[src/ntg_pkg.sv]
package ntg_pkg;

  localparam int TPU_W   = 4;
  localparam int WAIT_W  = 24;
  localparam int HALF_W  = 13;
  localparam int SCALE_W = 21;
  localparam int PROD_W  = 25;
  localparam int ADDR_W  = 3;
  localparam int DATA_W  = 32;
  localparam int ROWS    = 5;
  localparam int DEGS    = 7;

  localparam logic [TPU_W-1:0]    TPU_RESET = 4'd8;
  localparam logic [ADDR_W-3:0]   REG_TPU   = 1'b0;
  localparam logic [WAIT_W-1:0]   WAIT_MAX  = 24'hFFFFFF;

  typedef enum logic [1:0] {
    ST_IDLE,
    ST_HALF,
    ST_WAIT
  } st_t;

  typedef struct packed {
    logic       cmd;
    logic [2:0] degree;
    logic [2:0] octave;
    logic [7:0] length_code;
  } item_t;

  typedef struct packed {
    logic buzzer;
    logic tone_on;
    logic note_done;
  } result_t;

  // half period in microseconds: 1000000 / f / 2
  localparam logic [HALF_W-1:0] HALF_TAB [ROWS][DEGS] = '{
    '{13'd7692, 13'd6849, 13'd6097, 13'd5747, 13'd5102, 13'd4545, 13'd4065},
    '{13'd3816, 13'd3401, 13'd3030, 13'd2873, 13'd2551, 13'd2272, 13'd2024},
    '{13'd1908, 13'd1700, 13'd1515, 13'd1432, 13'd1275, 13'd1136, 13'd1012},
    '{13'd956,  13'd851,  13'd758,  13'd716,  13'd637,  13'd568,  13'd506},
    '{13'd478,  13'd425,  13'd379,  13'd357,  13'd318,  13'd284,  13'd254}
  };

  function automatic logic [HALF_W-1:0] half_count(input logic [2:0] octave,
                                                   input logic [2:0] degree);
    logic [2:0] row;
    logic [2:0] col;
    if (octave == 3'd0) begin
      row = 3'd0;
    end else if (octave > 3'd5) begin
      row = 3'd4;
    end else begin
      row = octave - 3'd1;
    end
    col = degree - 3'd1;
    if (degree == 3'd0) begin
      return '0;
    end
    return HALF_TAB[row][col];
  endfunction

  // wait in microseconds for wait code 16 / length_code
  function automatic logic [SCALE_W-1:0] wait_scale(input logic [7:0] len);
    logic [SCALE_W-1:0] us;
    unique case (len)
      8'd3:                      us = 21'd1000000;
      8'd4:                      us = 21'd833000;
      8'd5:                      us = 21'd600000;
      8'd6, 8'd7, 8'd8:          us = 21'd416000;
      8'd9, 8'd10, 8'd11, 8'd12,
      8'd13, 8'd14, 8'd15, 8'd16: us = 21'd208000;
      default:                   us = '0;
    endcase
    return us;
  endfunction

endpackage

[src/ntg_mul.sv]
module ntg_mul
  import ntg_pkg::*;
(
  input  logic               clk,
  input  logic               rst,
  input  logic               start,
  input  logic [SCALE_W-1:0] a,
  input  logic [TPU_W-1:0]   b,
  output logic               done,
  output logic [PROD_W-1:0]  prod
);

  localparam int STEP_W = $clog2(TPU_W);
  localparam logic [STEP_W-1:0] LAST = STEP_W'(TPU_W - 1);

  logic               busy;
  logic [STEP_W-1:0]  cnt;
  logic [SCALE_W-1:0] a_q;
  logic [TPU_W-1:0]   b_q;
  logic [PROD_W-1:0]  addend;
  logic [PROD_W-1:0]  prod_next;

  assign addend    = b_q[cnt] ? (PROD_W'(a_q) << cnt) : '0;
  assign prod_next = prod + addend;

  always_ff @(posedge clk) begin
    if (rst) begin
      busy <= 1'b0;
      done <= 1'b0;
      cnt  <= '0;
    end else begin
      done <= 1'b0;
      if (start) begin
        busy <= 1'b1;
        cnt  <= '0;
      end else if (busy) begin
        cnt <= cnt + 1'b1;
        if (cnt == LAST) begin
          busy <= 1'b0;
          done <= 1'b1;
        end
      end
    end
  end

  always_ff @(posedge clk) begin
    if (start) begin
      a_q  <= a;
      b_q  <= b;
      prod <= '0;
    end else if (busy) begin
      prod <= prod_next;
    end
  end

endmodule

[src/note_tone_generator.sv]
// Square-wave buzzer tone generator.
// Item channel (item_valid/item_ready/item): each beat is a timer tick
// (cmd 0) or a note (cmd 1: degree, octave, length_code; degree 0 rests).
// Result channel (res_valid/res_ready/res): one beat per item with the
// buzzer level, tone_on and note_done after that item.
// A tick's result is registered at the accepting edge, and a new tick
// can follow every cycle while the result register drains.
// For a note, the half period and the wait length are each formed by one
// shared shift-add multiplier stepping over the 4 bits of ticks_per_us,
// then the state is updated.
// item_ready is low while a note is worked on, and also while an earlier
// result waits unaccepted; a stalled receiver holds the result stable.
// APB register 0 (byte address 0): ticks_per_us, 4 bits, reset 8.
// Reset clears the tone, the wait and any pending result.
module note_tone_generator
  import ntg_pkg::*;
#(
  parameter int TIMER_WIDTH = 16
) (
  input  logic              clk,
  input  logic              rst,
  input  logic              psel,
  input  logic              penable,
  input  logic              pwrite,
  input  logic [ADDR_W-1:0] paddr,
  input  logic [DATA_W-1:0] pwdata,
  output logic [DATA_W-1:0] prdata,
  output logic              pready,
  input  logic              item_valid,
  output logic              item_ready,
  input  item_t             item,
  output logic              res_valid,
  input  logic              res_ready,
  output result_t           res
);

  localparam logic [TIMER_WIDTH-1:0] TIMER_MAX = {TIMER_WIDTH{1'b1}};

  st_t                    state;
  st_t                    state_next;
  logic [TPU_W-1:0]       tpu;
  logic                   level;
  logic                   level_next;
  logic                   sounding;
  logic                   sounding_next;
  logic [TIMER_WIDTH-1:0] half_period;
  logic [TIMER_WIDTH-1:0] half_period_next;
  logic [TIMER_WIDTH-1:0] edge_cnt;
  logic [TIMER_WIDTH-1:0] edge_cnt_next;
  logic [WAIT_W-1:0]      wait_cnt;
  logic [WAIT_W-1:0]      wait_cnt_next;
  logic                   waiting;
  logic                   waiting_next;
  logic                   done_next;
  logic [2:0]             degree_q;
  logic [7:0]             len_q;
  logic [TIMER_WIDTH-1:0] hp_q;

  logic                   accept;
  logic                   tick;
  logic                   finish;
  logic                   cfg_we;
  logic                   mul_start;
  logic [SCALE_W-1:0]     mul_a;
  logic                   mul_done;
  logic [PROD_W-1:0]      mul_prod;
  logic [PROD_W-1:0]      hp_full;
  logic [TIMER_WIDTH-1:0] hp_sat;
  logic [WAIT_W-1:0]      wt_sat;

  assign pready = 1'b1;
  assign cfg_we = psel && penable && pwrite && (paddr[ADDR_W-1:2] == REG_TPU);
  assign prdata = (paddr[ADDR_W-1:2] == REG_TPU) ? DATA_W'(tpu) : '0;

  always_ff @(posedge clk) begin
    if (rst) begin
      tpu <= TPU_RESET;
    end else if (cfg_we) begin
      tpu <= pwdata[TPU_W-1:0];
    end
  end

  assign item_ready = (state == ST_IDLE) && (!res_valid || res_ready);
  assign accept     = item_valid && item_ready;
  assign tick       = accept && !item.cmd;
  assign finish     = (state == ST_WAIT) && mul_done;

  ntg_mul u_mul (
    .clk   (clk),
    .rst   (rst),
    .start (mul_start),
    .a     (mul_a),
    .b     (tpu),
    .done  (mul_done),
    .prod  (mul_prod)
  );

  assign hp_full = mul_prod + PROD_W'(1);
  assign hp_sat  = (hp_full > PROD_W'(TIMER_MAX)) ? TIMER_MAX : hp_full[TIMER_WIDTH-1:0];
  assign wt_sat  = mul_prod[PROD_W-1] ? WAIT_MAX : mul_prod[WAIT_W-1:0];

  always_comb begin
    state_next = state;
    unique case (state)
      ST_IDLE: begin
        if (accept && item.cmd) begin
          state_next = ST_HALF;
        end
      end
      ST_HALF: begin
        if (mul_done) begin
          state_next = ST_WAIT;
        end
      end
      ST_WAIT: begin
        if (mul_done) begin
          state_next = ST_IDLE;
        end
      end
      default: state_next = ST_IDLE;
    endcase
  end

  always_comb begin
    mul_start = 1'b0;
    mul_a     = '0;
    unique case (state)
      ST_IDLE: begin
        mul_start = accept && item.cmd;
        mul_a     = SCALE_W'(half_count(item.octave, item.degree));
      end
      ST_HALF: begin
        mul_start = mul_done;
        mul_a     = wait_scale(len_q);
      end
      ST_WAIT: begin
        mul_start = 1'b0;
      end
      default: mul_start = 1'b0;
    endcase
  end

  always_comb begin
    level_next       = level;
    sounding_next    = sounding;
    half_period_next = half_period;
    edge_cnt_next    = edge_cnt;
    wait_cnt_next    = wait_cnt;
    waiting_next     = waiting;
    done_next        = 1'b0;
    if (tick) begin
      if (sounding) begin
        if (edge_cnt <= TIMER_WIDTH'(1)) begin
          level_next    = !level;
          edge_cnt_next = half_period;
        end else begin
          edge_cnt_next = edge_cnt - 1'b1;
        end
      end
      if (waiting) begin
        if (wait_cnt <= WAIT_W'(1)) begin
          wait_cnt_next = '0;
          waiting_next  = 1'b0;
          done_next     = 1'b1;
        end else begin
          wait_cnt_next = wait_cnt - 1'b1;
        end
      end
    end else if (finish) begin
      if (degree_q == 3'd0) begin
        level_next    = 1'b0;
        sounding_next = 1'b0;
      end else begin
        half_period_next = hp_q;
        if (!sounding) begin
          edge_cnt_next = hp_q;
          sounding_next = 1'b1;
        end
      end
      wait_cnt_next = wt_sat;
      waiting_next  = (wt_sat != '0);
      done_next     = (wt_sat == '0);
    end
  end

  always_ff @(posedge clk) begin
    if (rst) begin
      state       <= ST_IDLE;
      level       <= 1'b0;
      sounding    <= 1'b0;
      half_period <= '0;
      edge_cnt    <= '0;
      wait_cnt    <= '0;
      waiting     <= 1'b0;
      res_valid   <= 1'b0;
    end else begin
      state       <= state_next;
      level       <= level_next;
      sounding    <= sounding_next;
      half_period <= half_period_next;
      edge_cnt    <= edge_cnt_next;
      wait_cnt    <= wait_cnt_next;
      waiting     <= waiting_next;
      if (tick || finish) begin
        res_valid <= 1'b1;
      end else if (res_ready) begin
        res_valid <= 1'b0;
      end
    end
  end

  always_ff @(posedge clk) begin
    if (accept && item.cmd) begin
      degree_q <= item.degree;
      len_q    <= item.length_code;
    end
    if ((state == ST_HALF) && mul_done) begin
      hp_q <= hp_sat;
    end
    if (tick || finish) begin
      res.buzzer    <= level_next;
      res.tone_on   <= sounding_next;
      res.note_done <= done_next;
    end
  end

endmodule

[config.mk]
export PLATFORM = sky130hd
export DESIGN_NAME = note_tone_generator
export DESIGN_NICKNAME = d
export VERILOG_FILES = /design/src/ntg_pkg.sv /design/src/ntg_mul.sv /design/src/note_tone_generator.sv
export SDC_FILE = /design/constraint.sdc
export NUM_CORES = 1
export LEC_CHECK = 0
export ABC_AREA = 1
export BUFFER_PORTS_ARGS = -buffer_cell sky130_fd_sc_hd__buf_2
export CORE_MARGIN = 2
export CORE_UTILIZATION = 60
export CTS_CLUSTER_SIZE = 14
export DETAILED_ROUTE_END_ITERATION = 12
export GPL_TIMING_DRIVEN = 0
export PLACE_DENSITY = 0.77
export REMOVE_ABC_BUFFERS = 1
export SETUP_SLACK_MARGIN = 0.4
export SLEW_MARGIN = 20
export SYNTH_ARGS = -nofsm -noshare
export SYNTH_HDL_FRONTEND = slang
export SYNTH_HIERARCHICAL = 1
export SYNTH_SLANG_ARGS = --single-unit
[constraint.sdc]
create_clock -name clk -period 3.6 [get_ports clk]
set_input_delay 0 -clock clk [delete_from_list [all_inputs] [get_ports clk]]
set_output_delay 0 -clock clk [all_outputs]
set_load 0.02 [all_outputs]
==> impl_metrics.json <==
{
  "root_buffer": "clkbuf_16",
  "synthXorXnorAreaFrac_pct": 1.85,
  "synth_mux_area_share_pct": 1.61,
  "io_buffers": 35,
  "clock-sinks": 161,
  "critical_path_peak_fanout": 16,
  "die_x_um": 144,
  "final_common_cell": "nand2_1",
  "routed_wl_um": 31400,
  "async_flop_share_pct": 0,
  "p_per_area_nw_per_um2": 425,
  "reg2reg_to": "u_mul/prod[22]",
  "drive_gt1_share_pct": 7.06,
  "yosysSeqAreaShare_pct": 32.0,
  "synth.area.top_cells": "dfxtp_1, nand2_1, edfxtp_1, nor2_1, inv_1",
  "syn_avg_cell_area_um2": 6.36,
  "register_area_um2": 3780,
  "clkTransAtPathRegs_ns": 0.07,
  "multi_input_area_um2": 6700,
  "synth_top_cell_area_share_pct": 18.0,
  "routedWlPerCell_um": 14.5,
  "synth_compound_area_share_pct": 14.0,
  "grt_setup_unrepaired": "true",
  "drc_errors": 0,
  "timing.rr.start": "u_mul/cnt[0]",
  "grt_antenna_before_repair": 0,
  "arrival_ns": 3.34,
  "syn_inst": 1855,
  "htreeDepth": 4,
  "synth_top_family_by_area": "simple AND/OR/NAND/NOR gates",
  "ir_worst_vdd_mv": 0.378,
  "num_rows": 51,
  "holdPathEnd": "tpu[2]",
  "first_pass_iters": 5,
  "worstHoldPathCells": 4,
  "clock.fmax_ghz": 0.332,
  "die_h_um": 144,
  "yosys.area_share.simple_pct": 33.5,
  "drv_cap": 0,
  "syn_area_um2": 11800,
  "final_cells": 2162,
  "core_um2": 19400,
  "min_from": "psel",
  "final_hold_viol_count": 0,
  "ant_nets": 0,
  "p_leak_nw": 6.30,
  "finalCoreUtilization_pct": 66.3,
  "cts_tree": "done",
  "maxSlewViolCount": 0,
  "fin_crit_sh_pct": 83.6,
  "synth_flop_cell": "dfxtp_1",
  "grt_usage_pct": 30.3,
  "critPathKind": "reg2reg",
  "hpwl_um": 22700,
  "synth_warnings": 6,
  "clockBufferDepth": 2,
  "viasPerCell": 5.42,
  "grt_pass1_wl_um": 49900,
  "initial_core_util_pct": 60.8,
  "end_kind": "register",
  "required_ns": 3.93,
  "cpMaxStageDelayCell": "dfxtp_4",
  "timing.critical_path.buf_inv": 3,
  "grt_max_degree": 44,
  "vias": 11700,
  "clock_latency_ns": 0.43,
  "synthAdderAreaFrac_pct": 4.41,
  "ys_ff_latch": 161,
  "cts_made_buffers": 17,
  "first_iter_violations": 1053,
  "final_nets": 1982,
  "synth_top_area_cell": "dfxtp_1",
  "timing.slew.headroom_pct": 43.1,
  "fin_total_pwr_w": 0.00547,
  "grt_pass1_vias": 10400,
  "worstMarginPinSlew_ns": 0.850,
  "status": "finished, final reports clean",
  "min_period_ns": 3.01,
  "syn2layout_area_growth_pct": 9.00,
  "synth-edff-count": 55,
  "overflow": 0,
  "fin_tns_setup_ns": 0,
  "final_cell_mix": "nand2_1, nor2_1, inv_1, o21ai_0, nand3_1",
  "crit_chain": "inv_2, nor2_1, nor2_1, o21ai_1, nand2_2, o21ai_0, inv_1, ha_1, nand2_1, nor2_1, nand2_1, nor2_1, nand2_1, nand4_1, nand3_1, nand2_1, inv_1",
  "worstRegToRegCells": 17,
  "ios": 95,
  "synth.distinct_cells": 44,
  "routabilityCongestion": 0.987,
  "fillCellCount": 1796,
  "hold_path_class": "in2reg",
  "dp.cells": 2104,
  "cpPeakStageDelay_ns": 0.51,
  "dieArea_um2": 20800,
  "crit_family": "simple AND/OR/NAND/NOR gates",
  "diodes": 0,
  "critPathLaunchType": "register",
  "skew_ns": 0.0116,
  "rrSetupSlack_ns": 0.59,
  "setup_viol": 0
}
worst max path at each step:
stage | from | endpoint | slack (ns) | cells after the start
2_1_floorplan | u_mul/cnt[0] | u_mul/prod[13] | 0.44 | 16
3_3_place_gp | u_mul/cnt[0] | u_mul/prod[22] | -0.51 | 15
3_5_place_dp | u_mul/cnt[1] | u_mul/prod[16] | -0.15 | 15
4_1_cts | u_mul/cnt[1] | u_mul/prod[16] | 0.40 | 15
5_1_grt | u_mul/cnt[0] | u_mul/prod[16] | 0.38 | 16
6_report | u_mul/cnt[0] | u_mul/prod[22] | 0.59 | 17
logic make-up (layout without fill, tap and decap cells):
| group | count (synthesis) | count (layout) |
|---|---|---|
| compound gates | 312 | 312 |
| xor+xnor | 25 | 25 |
| fa+ha+maj | 41 | 41 |
| buf+inv | 352 | 364 |
| flops | 161 | 161 |
| mux | 19 | 19 |
| other cells | 2 | 30 |
| simple gates | 943 | 945 |
worst reg2reg max path, stage by stage, from the launching register on:
cell and delay (ns):
dfxtp_4 0.51, inv_2 0.14, nor2_1 0.13, nor2_1 0.07
o21ai_1 0.24, nand2_2 0.23, o21ai_0 0.13, inv_1 0.10
ha_1 0.40, nand2_1 0.12, nor2_1 0.19, nand2_1 0.11
nor2_1 0.13, nand2_1 0.10, nand4_1 0.11, nand3_1 0.10
nand2_1 0.08, inv_1 0.03
layout make-up:
cell class,instances,area share [%]
tap,265,2.58
inverter,270,7.91
timing repair buffer,61,3.73
clock buffer,22,3.72
clock inverter,10,0.583
multi-input combinational,1372,52.0
timing repair inverter,1,0.0389
sequential,161,29.4
synthesized netlist by cell type, types with 2 or more instances:
master    number
o21bai_1       3
dfxtp_1      106
o21ai_0      158
mux2i_1       19
nor3_1        16
a31oi_1       21
inv_2          6
buf_2          8
nand3_2        2
ha_1          40
or2_2          7
xor2_1        19
and3_1         2
o22ai_1        2
buf_4         31
edfxtp_1      55
conb_1         2
o211ai_1      14
nor4_1         4
nand2_2       18
buf_6          2
nand4_1       21
a21oi_1       95
nor2_2         7
nand3b_1       8
nor2_1       269
nor2_4         6
clkbuf_1      38
and2_1         2
o21ai_1       14
nand2_1      466
nand3_1      114
xnor2_1        6
inv_1        264
metal layers:
layer  share of wire [%]  vias up  track usage (%)
met5                   0        -                0
li1                    -     5968                -
met2                  47      378             51.0
met4                 3.0        0             11.1
met1                  44     5302             39.6
met3                 5.4       61             4.50
report_power, final:
| part | leakage [nW] | switching, W | internal (W) |
|---|---|---|---|
| registers | 1.36 | 0.000244 | 0.00201 |
| logic | 4.67 | 0.000992 | 0.000496 |
| clock network | 0.270 | 0.000771 | 0.000955 |
| total | 6.30 | 0.00201 | 0.00346 |
state kept, by name, summed over array words and instances (netlist names), 2 cells and up, named ones only:
signal,cells
hp_q,16
u_mul/cnt,2
res,3
tpu,4
u_mul/b_q,4
len_q,8
half_period,16
state,2
u_mul/prod,25
degree_q,3
u_mul/a_q,21
edge_cnt,16
wait_cnt,24
per-stage QoR:
| stage | area, um^2 | setup WS, ns | hold slack, ns |
|---|---|---|---|
| detailed placement | 12000 | -0.145 | 0.181 |
| CTS | 12800 | 0.395 | 0.0388 |
| global route | 12900 | 0.384 | 0.140 |
| finish | 12900 | 0.590 | 0.125 |
| global placement | 12000 | -0.512 | 0.191 |
| floorplan | 11400 | 0.443 | 0.0691 |
what timing repair did:
action | 4_1_cts | 5_1_grt
gates resized for setup | 6 | 6
pin swaps | 0 | 1
hold buffers | 19 | 1
buffers inserted | 0 | 3
setup endpoints to repair | 26 | 43
hold endpoints to repair | 23 | 3
cloned | 1 | 2
Note: power is estimated with default switching activity, not from simulation.
